<file path="config.mk">
export PLATFORM = sky130hd
export DESIGN_NAME = sorted_priority_queue_flat
export DESIGN_NICKNAME = d
export VERILOG_FILES = /design/src/rtl/spq_pkg.sv /design/src/rtl/spq_req_if.sv /design/src/rtl/spq_rsp_if.sv /design/src/rtl/spq_ram.sv /design/src/rtl/spq_seq.sv /design/src/rtl/sorted_priority_queue.sv /design/src/flat_wrapper.sv
export SDC_FILE = /design/constraint.sdc
export NUM_CORES = 1
export LEC_CHECK = 0
export BUFFER_PORTS_ARGS = -buffer_cell sky130_fd_sc_hd__buf_2
export CAP_MARGIN = 20
export CORE_MARGIN = 1
export CORE_UTILIZATION = 30
export CTS_BUF_LIST = sky130_fd_sc_hd__clkbuf_4
export DETAILED_ROUTE_END_ITERATION = 8
export PLACE_DENSITY = 0.49
export SLEW_MARGIN = 20
export SYNTH_ARGS = -nofsm -noshare
export SYNTH_HDL_FRONTEND = slang
export SYNTH_SLANG_ARGS = --single-unit
</file>
<file path="constraint.sdc">
create_clock -name clk -period 7.1 [get_ports clk]
set_input_delay 0.71 -clock clk [delete_from_list [all_inputs] [get_ports clk]]
set_output_delay 0.71 -clock clk [all_outputs]
set_load 0.02 [all_outputs]
</file>
<file path="src/rtl/spq_pkg.sv">
// Shared codes and types for the sorted priority queue.
package spq_pkg;

  // Operation code carried by the kind field
  localparam logic KIND_PUSH = 1'b0;
  localparam logic KIND_POP  = 1'b1;

  // Outcome reported with every result item
  typedef enum logic [1:0] {
    ST_OK    = 2'd0,
    ST_FULL  = 2'd1,
    ST_EMPTY = 2'd2
  } spq_status_t;

  // Completion flags from the sequencer to the output stage
  typedef struct packed {
    logic        valid;
    logic        empty;
    spq_status_t status;
  } spq_done_t;

endpackage

</file>
<file path="src/rtl/spq_req_if.sv">
// Request channel: one push or pop item per handshake.
interface spq_req_if #(
  parameter int ELEM_WIDTH = 32,
  parameter int PRIO_WIDTH = 8
);
  logic                  valid;
  logic                  ready;
  logic                  kind;
  logic [ELEM_WIDTH-1:0] elem;
  logic [PRIO_WIDTH-1:0] priority_req;

  modport source (output valid, kind, elem, priority_req, input ready);
  modport sink   (input valid, kind, elem, priority_req, output ready);
endinterface

</file>
<file path="src/rtl/spq_rsp_if.sv">
// Response channel: queue head, fill level and status after each item.
interface spq_rsp_if #(
  parameter int CAPACITY   = 16,
  parameter int ELEM_WIDTH = 32,
  parameter int PRIO_WIDTH = 8
);
  localparam int CntWidth = $clog2(CAPACITY + 1);

  logic                  valid;
  logic                  ready;
  logic [ELEM_WIDTH-1:0] top_elem;
  logic [PRIO_WIDTH-1:0] top_priority;
  logic                  is_empty;
  logic [CntWidth-1:0]   count;
  logic [1:0]            status;

  modport source (output valid, top_elem, top_priority, is_empty, count, status,
                  input ready);
  modport sink   (input valid, top_elem, top_priority, is_empty, count, status,
                  output ready);
endinterface

</file>
<file path="src/rtl/spq_ram.sv">
// Generic single-write, single-read RAM with registered read data.
module spq_ram #(
  parameter int WIDTH = 40,
  parameter int DEPTH = 16
) (
  input  logic                     clk,
  input  logic                     wr_en,
  input  logic [$clog2(DEPTH)-1:0] wr_addr,
  input  logic [WIDTH-1:0]         wr_data,
  input  logic                     rd_en,
  input  logic [$clog2(DEPTH)-1:0] rd_addr,
  output logic [WIDTH-1:0]         rd_data
);

  logic [WIDTH-1:0] mem [DEPTH];

  // Write port
  always_ff @(posedge clk) begin
    if (wr_en) begin
      mem[wr_addr] <= wr_data;
    end
  end

  // Read port, data registered and valid in the cycle after the address
  always_ff @(posedge clk) begin
    if (rd_en) begin
      rd_data <= mem[rd_addr];
    end
  end

endmodule

</file>
<file path="src/rtl/spq_seq.sv">
// Sequencer: insertion walk, head pointer, shared address adder and comparator.
module spq_seq import spq_pkg::*; #(
  parameter int CAPACITY   = 16,
  parameter int ELEM_WIDTH = 32,
  parameter int PRIO_WIDTH = 8,
  localparam int AddrWidth = $clog2(CAPACITY),
  localparam int CntWidth  = $clog2(CAPACITY + 1),
  localparam int DataWidth = ELEM_WIDTH + PRIO_WIDTH
) (
  input  logic                  clk,
  input  logic                  rst,
  input  logic                  start,
  input  logic                  kind,
  input  logic [ELEM_WIDTH-1:0] elem,
  input  logic [PRIO_WIDTH-1:0] prio,
  input  logic                  res_free,
  output logic                  idle,
  output spq_done_t             done,
  output logic [ELEM_WIDTH-1:0] head_elem,
  output logic [PRIO_WIDTH-1:0] head_prio,
  output logic [CntWidth-1:0]   count,
  output logic                  wr_en,
  output logic [AddrWidth-1:0]  wr_addr,
  output logic [DataWidth-1:0]  wr_data,
  output logic                  rd_en,
  output logic [AddrWidth-1:0]  rd_addr,
  input  logic [DataWidth-1:0]  rd_data
);

  typedef enum logic [5:0] {
    S_IDLE      = 6'b000001,
    S_PUSH_RD   = 6'b000010,
    S_PUSH_CMP  = 6'b000100,
    S_HEAD      = 6'b001000,
    S_HEAD_WAIT = 6'b010000,
    S_FINISH    = 6'b100000
  } state_t;

  state_t                state;
  logic [AddrWidth-1:0]  head;
  logic [AddrWidth-1:0]  slot;
  logic [ELEM_WIDTH-1:0] new_elem;
  logic [PRIO_WIDTH-1:0] new_prio;
  spq_status_t           status;

  logic [AddrWidth-1:0]  offset;
  logic [AddrWidth:0]    sum;
  logic [AddrWidth-1:0]  phys;
  logic [PRIO_WIDTH-1:0] rd_prio;
  logic                  keep_order;
  logic                  full;

  // Shared address unit: logical position to RAM address, ring wrap
  always_comb begin
    offset = '0;
    case (state)
      S_IDLE:     offset = AddrWidth'(1);
      S_PUSH_RD:  offset = (slot == '0) ? '0 : slot - 1'b1;
      S_PUSH_CMP: offset = slot;
      default:    offset = '0;
    endcase
    sum  = {1'b0, head} + {1'b0, offset};
    phys = (sum >= (AddrWidth+1)'(CAPACITY)) ?
           AddrWidth'(sum - (AddrWidth+1)'(CAPACITY)) : sum[AddrWidth-1:0];
  end

  // Shared comparator: stored entry stays ahead of the new one
  assign rd_prio    = rd_data[PRIO_WIDTH-1:0];
  assign keep_order = (rd_prio >= new_prio);
  assign full       = (count == CntWidth'(CAPACITY));

  // RAM access
  assign wr_en   = ((state == S_PUSH_RD) && (slot == '0)) || (state == S_PUSH_CMP);
  assign wr_addr = phys;
  assign wr_data = ((state == S_PUSH_CMP) && !keep_order) ? rd_data
                                                          : {new_elem, new_prio};
  assign rd_en   = ((state == S_PUSH_RD) && (slot != '0)) ||
                   ((state == S_HEAD) && (count != '0));
  assign rd_addr = phys;

  // Control state
  always_ff @(posedge clk) begin
    if (rst) begin
      state <= S_IDLE;
      count <= '0;
      head  <= '0;
    end else begin
      case (state)
        S_IDLE: begin
          if (start) begin
            if (kind == KIND_PUSH) begin
              state <= full ? S_HEAD : S_PUSH_RD;
            end else begin
              if (count != '0) begin
                head  <= phys;
                count <= count - 1'b1;
              end
              state <= S_HEAD;
            end
          end
        end
        S_PUSH_RD: begin
          if (slot == '0) begin
            count <= count + 1'b1;
            state <= S_HEAD;
          end else begin
            state <= S_PUSH_CMP;
          end
        end
        S_PUSH_CMP: begin
          if (keep_order) begin
            count <= count + 1'b1;
            state <= S_HEAD;
          end else begin
            state <= S_PUSH_RD;
          end
        end
        S_HEAD: begin
          state <= (count == '0) ? S_FINISH : S_HEAD_WAIT;
        end
        S_HEAD_WAIT: begin
          state <= S_FINISH;
        end
        S_FINISH: begin
          if (res_free) begin
            state <= S_IDLE;
          end
        end
        default: begin
          state <= S_IDLE;
        end
      endcase
    end
  end

  // Item payload, walk position and captured head
  always_ff @(posedge clk) begin
    case (state)
      S_IDLE: begin
        if (start) begin
          new_elem <= elem;
          new_prio <= prio;
          slot     <= count[AddrWidth-1:0];
          if ((kind == KIND_PUSH) && full) begin
            status <= ST_FULL;
          end else if ((kind == KIND_POP) && (count == '0)) begin
            status <= ST_EMPTY;
          end else begin
            status <= ST_OK;
          end
        end
      end
      S_PUSH_CMP: begin
        if (!keep_order) begin
          slot <= slot - 1'b1;
        end
      end
      S_HEAD: begin
        if (count == '0) begin
          head_elem <= '0;
          head_prio <= '0;
        end
      end
      S_HEAD_WAIT: begin
        head_elem <= rd_data[DataWidth-1:PRIO_WIDTH];
        head_prio <= rd_prio;
      end
      default: begin
      end
    endcase
  end

  assign idle         = (state == S_IDLE);
  assign done.valid   = (state == S_FINISH) && res_free;
  assign done.empty   = (count == '0);
  assign done.status  = status;

  // A successful pop takes exactly one entry
  a_pop_dec: assert property (@(posedge clk) disable iff (rst)
    (state == S_IDLE) && start && (kind == KIND_POP) && (count != '0)
    |=> count == $past(count) - 1'b1)
    else $error("pop did not decrement the entry count");

  // A rejected item leaves the fill level alone
  a_reject_stable: assert property (@(posedge clk) disable iff (rst)
    (state == S_IDLE) && start &&
    (((kind == KIND_PUSH) && full) || ((kind == KIND_POP) && (count == '0)))
    |=> $stable(count))
    else $error("rejected item changed the entry count");

  // The compare step never runs at the head slot
  a_cmp_slot: assert property (@(posedge clk) disable iff (rst)
    (state == S_PUSH_CMP) |-> (slot != '0))
    else $error("compare step at head slot");

  // Placing the new entry grows the queue by one
  a_push_inc: assert property (@(posedge clk) disable iff (rst)
    (state == S_PUSH_CMP) && keep_order |=> count == $past(count) + 1'b1)
    else $error("insert did not increment the entry count");

  // A result is only offered while the output slot can take it
  a_done_free: assert property (@(posedge clk) disable iff (rst)
    done.valid |-> res_free && (state == S_FINISH))
    else $error("result issued with output slot occupied");

endmodule

</file>
<file path="src/rtl/sorted_priority_queue.sv">
// Sequence: a pop or rejected item passes through the head and finish states; a push first
// walks back over m entries (at most CAPACITY-1), moving each of them back one slot.
// Throughput: one item at a time, next item taken from the same cycle the result goes valid;
// the walk takes a registered RAM read, then a write back, for each moved entry.
// Reset: synchronous, clears the entry count, head pointer and handshake state;
// the entry RAM is not cleared and only positions holding entries are ever read.
module sorted_priority_queue import spq_pkg::*; #(
  parameter int CAPACITY   = 16,
  parameter int ELEM_WIDTH = 32,
  parameter int PRIO_WIDTH = 8
) (
  input logic       clk,
  input logic       rst,
  spq_req_if.sink   req,
  spq_rsp_if.source rsp
);

  localparam int AddrWidth = $clog2(CAPACITY);
  localparam int CntWidth  = $clog2(CAPACITY + 1);
  localparam int DataWidth = ELEM_WIDTH + PRIO_WIDTH;

  logic                  seq_idle;
  logic                  start;
  logic                  res_free;
  spq_done_t             done;
  logic [ELEM_WIDTH-1:0] head_elem;
  logic [PRIO_WIDTH-1:0] head_prio;
  logic [CntWidth-1:0]   count;
  logic                  wr_en;
  logic [AddrWidth-1:0]  wr_addr;
  logic [DataWidth-1:0]  wr_data;
  logic                  rd_en;
  logic [AddrWidth-1:0]  rd_addr;
  logic [DataWidth-1:0]  rd_data;

  logic                  rsp_valid;
  logic [ELEM_WIDTH-1:0] rsp_elem;
  logic [PRIO_WIDTH-1:0] rsp_prio;
  logic                  rsp_empty;
  logic [CntWidth-1:0]   rsp_count;
  logic [1:0]            rsp_status;

  // Input handshake
  assign req.ready = seq_idle;
  assign start     = req.valid && seq_idle;
  assign res_free  = !rsp_valid || rsp.ready;

  spq_ram #(
    .WIDTH (DataWidth),
    .DEPTH (CAPACITY)
  ) u_ram (
    .clk     (clk),
    .wr_en   (wr_en),
    .wr_addr (wr_addr),
    .wr_data (wr_data),
    .rd_en   (rd_en),
    .rd_addr (rd_addr),
    .rd_data (rd_data)
  );

  spq_seq #(
    .CAPACITY   (CAPACITY),
    .ELEM_WIDTH (ELEM_WIDTH),
    .PRIO_WIDTH (PRIO_WIDTH)
  ) u_seq (
    .clk       (clk),
    .rst       (rst),
    .start     (start),
    .kind      (req.kind),
    .elem      (req.elem),
    .prio      (req.priority_req),
    .res_free  (res_free),
    .idle      (seq_idle),
    .done      (done),
    .head_elem (head_elem),
    .head_prio (head_prio),
    .count     (count),
    .wr_en     (wr_en),
    .wr_addr   (wr_addr),
    .wr_data   (wr_data),
    .rd_en     (rd_en),
    .rd_addr   (rd_addr),
    .rd_data   (rd_data)
  );

  // Output register: holds the result item until taken
  always_ff @(posedge clk) begin
    if (rst) begin
      rsp_valid <= 1'b0;
    end else if (done.valid) begin
      rsp_valid <= 1'b1;
    end else if (rsp.ready) begin
      rsp_valid <= 1'b0;
    end
  end

  always_ff @(posedge clk) begin
    if (done.valid) begin
      rsp_elem   <= head_elem;
      rsp_prio   <= head_prio;
      rsp_empty  <= done.empty;
      rsp_count  <= count;
      rsp_status <= done.status;
    end
  end

  assign rsp.valid        = rsp_valid;
  assign rsp.top_elem     = rsp_elem;
  assign rsp.top_priority = rsp_prio;
  assign rsp.is_empty     = rsp_empty;
  assign rsp.count        = rsp_count;
  assign rsp.status       = rsp_status;

endmodule

</file>
<file path="src/flat_wrapper.sv">
// flat-port wrapper written by rule: the top's interface ports become plain ports
module sorted_priority_queue_flat import spq_pkg::*;
#(
  parameter int CAPACITY   = 16,
  parameter int ELEM_WIDTH = 32,
  parameter int PRIO_WIDTH = 8
)
  (clk, rst, req_valid, req_kind, req_elem, req_priority_req, req_ready, rsp_valid, rsp_top_elem, rsp_top_priority, rsp_is_empty, rsp_count, rsp_status, rsp_ready);
  spq_req_if #(.ELEM_WIDTH(ELEM_WIDTH), .PRIO_WIDTH(PRIO_WIDTH)) req_i ();
  spq_rsp_if #(.CAPACITY(CAPACITY), .ELEM_WIDTH(ELEM_WIDTH), .PRIO_WIDTH(PRIO_WIDTH)) rsp_i ();
  input logic clk;
  input logic rst;
  input wire logic [$bits(req_i.valid)-1:0] req_valid;
  input wire logic [$bits(req_i.kind)-1:0] req_kind;
  input wire logic [$bits(req_i.elem)-1:0] req_elem;
  input wire logic [$bits(req_i.priority_req)-1:0] req_priority_req;
  output wire logic [$bits(req_i.ready)-1:0] req_ready;
  output wire logic [$bits(rsp_i.valid)-1:0] rsp_valid;
  output wire logic [$bits(rsp_i.top_elem)-1:0] rsp_top_elem;
  output wire logic [$bits(rsp_i.top_priority)-1:0] rsp_top_priority;
  output wire logic [$bits(rsp_i.is_empty)-1:0] rsp_is_empty;
  output wire logic [$bits(rsp_i.count)-1:0] rsp_count;
  output wire logic [$bits(rsp_i.status)-1:0] rsp_status;
  input wire logic [$bits(rsp_i.ready)-1:0] rsp_ready;
  assign req_i.valid = req_valid;
  assign req_i.kind = req_kind;
  assign req_i.elem = req_elem;
  assign req_i.priority_req = req_priority_req;
  assign req_ready = req_i.ready;
  assign rsp_valid = rsp_i.valid;
  assign rsp_top_elem = rsp_i.top_elem;
  assign rsp_top_priority = rsp_i.top_priority;
  assign rsp_is_empty = rsp_i.is_empty;
  assign rsp_count = rsp_i.count;
  assign rsp_status = rsp_i.status;
  assign rsp_i.ready = rsp_ready;
  sorted_priority_queue #(.CAPACITY(CAPACITY), .ELEM_WIDTH(ELEM_WIDTH), .PRIO_WIDTH(PRIO_WIDTH)) u_core (.clk(clk), .rst(rst), .req(req_i), .rsp(rsp_i));
endmodule
</file>
==> run summary <==
Cell Pwr Density: 366 mW/mm2
Initial antenna violation count: 3
Share of layout cells above drive strength 1: 0.356
TritonRoute pass-1 iters: 7
Cts repair resizes: 0
Slew margin rel.: 0.291
Num CTS Buffers: 215
Commonest non-fill, non-tap cell in the layout: edfxtp_1
Largest net degree at the start of global routing: 99
Fillers: 9901
Unique cell type count in the Yosys netlist: 54
# DRC: 10
Slew Limit Fails: 0
TritonCTS clock tree: done
Syn-to-layout area delta: 17.2%
Mapped Area: 0.0319 mm2
First-pass GRT wire length: 107 mm
Max Cap Viol: 0
Die height: 328 um
Violated checks: DRC
Largest family of logic cells by synthesized area: multiplexers
Post-synthesis async set-or-reset flop share: 0
Via count: 15452
Flops & latches, synth: 830
WHS: 357 ps
Critical path's slowest cell: buf_4
Dominant synthesized flop cell: edfxtp_1
Most frequent cells in the layout: edfxtp_1 (814), clkbuf_4 (307), mux4_2 (160)
Clock latency on the worst-skew pair: 1060 ps
Worst path cell trace: or4_4, nor2_1, nand2_1, o211ai_1, ha_4, inv_1, fa_4, xnor2_2, buf_4, buf_4, mux2i_1, mux2i_1
Switching Power: 3.95 mW
Arr. time, crit path: 5790 ps
Final setup margin: 2070 ps
Setup crit end kind: flop
Routing usage on met3: 0.0318
Top-area cell type share of the netlist area: 0.765
Switching Fraction: 0.288
Post-synthesis compound-gate area fraction: 0.0121
Avg WL per Cell: 21.8 um
Grt ovf: 0
Wirelength, routed: 72.5 mm
Xor/xnor share of the synthesized area: 0.00274
Least-Margin Pin Slew: 1060 ps
Adder-cell area share of the yosys netlist: 0.00713
Clock Sink Count: 830
Initial DRC Count: 1102
Vias in the first global route: 16695
Clock Power Share: 0.286
CP peak stage delay: 950 ps
Final Hold Vio Count: 0
Combinational share of power: 0.275
Max H-tree Level: 4
Post-Syn Nets: 1501
GRT Max-Usage Layer: met2
P_leak: 12.6 nW
Met2 Use GR: 0.222
Core area: 0.105 mm2
FF+latch area: 0.0248 mm2
Sequential share of the synthesized area: 0.775
Num rows: 119
Clk slew on worst S/H paths: 70 ps
Clock root cell: clkbuf_4
Synth warnings: 0
Final setup viols: 0
Multi-input gate area: 0.00697 mm2
Minimum clock period: 5030 ps
Max Clock Freq: 0.199 GHz
Mux cell area share after synthesis: 0.169
Max clock buf depth: 3
Worst IR Drop VDD: 486 uV
Period utilization: 0.708
Clock Skews: 68.6 ps
Io pins: 95
Final nets: 1832
Initial Util: 0.303
RSZ-0062 raised after global routing: false
EDFF count, synth: 814
Outcome: finished with violations
Internal power: 9.74 mW
WS Path Type: reg2reg
Met1 Track Usage GR: 0.177
Required @ worst endpoint: 7860 ps
Post-synth top area cell: edfxtp_1
Sum Neg Setup Slack: 0 ps
Final ANT Viol Nets: 0
Critical Path Fanout Max: 47
Total GRT Usage: 0.136
Pre-CTS setup slack: 1840 ps
Die W: 328 um
Dpl hpwl: 38.2 mm
CP Launch Type: flop
Syn Inst Count: 1439
Vias per inst: 4.64
Worst hold path class: in2reg
Port Buffer Count: 94
Placer Congestion: 0.725
Dominant cells by area after synthesis: edfxtp_1 (77%), mux4_2 (11%), mux2i_1 (3.8%)
Sequential share of power: 0.439
Total design power: 13.7 mW
Post-Synth Simple-Gate Area: 0.0229
Syn_area_per_cell: 22.2 um2
Die area: 0.108 mm2
## worst max-delay path, delay by kind of cell (launching register included)
family                   cells  cell delay, ps
buffers and inverters        3            1700
flip-flops                   1             410
XOR/XNOR                     1             170
AO/OA/AOI/OAI                1             160
multiplexers                 2             500
adder cells (fa/ha/maj)      2             700
AND/OR/NAND/NOR              3            1060
## synthesized netlist by cell type, types with 12 or more instances
library cell / number
nand2_1: 12
nor3_1: 16
buf_2: 24
mux2i_1: 122
edfxtp_1: 814
ha_1: 15
and2_1: 41
dfxtp_1: 16
o21ai_0: 14
mux2_4: 32
clkbuf_1: 34
a21oi_1: 14
inv_1: 18
mux4_2: 160
## power by group through the flow
| stage | clock [mW] | combinational, mW | sequential [mW] |
|---|---|---|---|
| 2_1_floorplan | 0 | 2.99 | 6.06 |
| 3_3_place_gp | 0 | 3.80 | 6.11 |
| 3_5_place_dp | 0 | 3.86 | 6.11 |
| 4_1_cts | 4.09 | 3.89 | 6.01 |
| 5_1_grt | 4.31 | 4.14 | 6.02 |
| 6_report | 3.91 | 3.77 | 6.01 |
## repair_timing
action                                 4_1_cts  5_1_grt
endpoints found under the hold margin       55        0
setup endpoints to repair                    0        0
hold buffers                                44        0
setup buffers                                0        0
## logic make-up (layout without fill, tap and decap cells)
kind of cell | after synthesis | in the layout
AOI/OAI and AO/OA | 56 | 56
xor gates and xnor gates | 10 | 10
adders and majority gates | 17 | 17
buffers and inverters | 81 | 571
DFF | 830 | 830
muxes | 321 | 321
other | 0 | 8
and+or+nand+nor | 124 | 124
## per-stage QoR
| stage | utilization | instances | cell area [um2] |
|---|---|---|---|
| after floorplan | - | 1439 | 31900 |
| after global placement | 0.326 | 2899 | 34300 |
| after detailed placement | 0.326 | 2900 | 34300 |
| after CTS | 0.355 | 3320 | 37400 |
| after global routing | 0.355 | 3328 | 37400 |
| final | 0.355 | 3328 | 37400 |
## layer usage
metal  routed length (um)  part of all wire
met5                    0                 0
met4                 1290             0.018
met3                 3190             0.044
met2                35300              0.49
met1                32700              0.45
## layout make-up
type / count / area share
sequential: 830 / 0.661
multi-input combinational: 528 / 0.186
clock buffer: 307 / 0.0616
tap: 1391 / 0.0465
timing repair buffer: 177 / 0.0335
clock inverter: 69 / 0.00849
inverter: 18 / 0.00180
antenna: 8 / 0.000535
## final timing paths
check | to | slack (ps) | startpoint | depth (start not counted)
hold / removal | u_core.u_seq.new_elem[31]$_DFFE_PP_ | 360 | req_elem[31] | 2
setup reg to reg | u_core.u_ram.rd_data[31]$_DFFE_PP_ | 2070 | u_core.u_seq.state[0]$_SDFFE_PP1P_ | 12
hold reg to reg | u_core.rsp.top_elem[24]$_DFFE_PP_ | 400 | u_core.u_seq.head_elem[24]$_SDFFCE_PN0P_ | 0
setup / recovery | u_core.u_ram.rd_data[31]$_DFFE_PP_ | 2070 | u_core.u_seq.state[0]$_SDFFE_PP1P_ | 12
## registers in the layout, summed over array words and instances, names as in the netlist
name                     flops
u_core.u_seq.head_prio       8
u_core.rsp.status            2
u_core.u_seq.new_elem       32
u_core.rsp.top_priority      8
u_core.rsp.valid             1
u_core.u_ram.rd_data        40
u_core.u_seq.state           6
u_core.rsp.count             5
u_core.rsp.top_elem         32
u_core.u_seq.status          2
u_core.u_seq.count           5
u_core.u_seq.slot            4
u_core.u_seq.head            4
u_core.u_seq.new_prio        8
u_core.rsp.is_empty          1
u_core.u_ram.mem           640
u_core.u_seq.head_elem      32
Power figures use the tool's default switching activity.
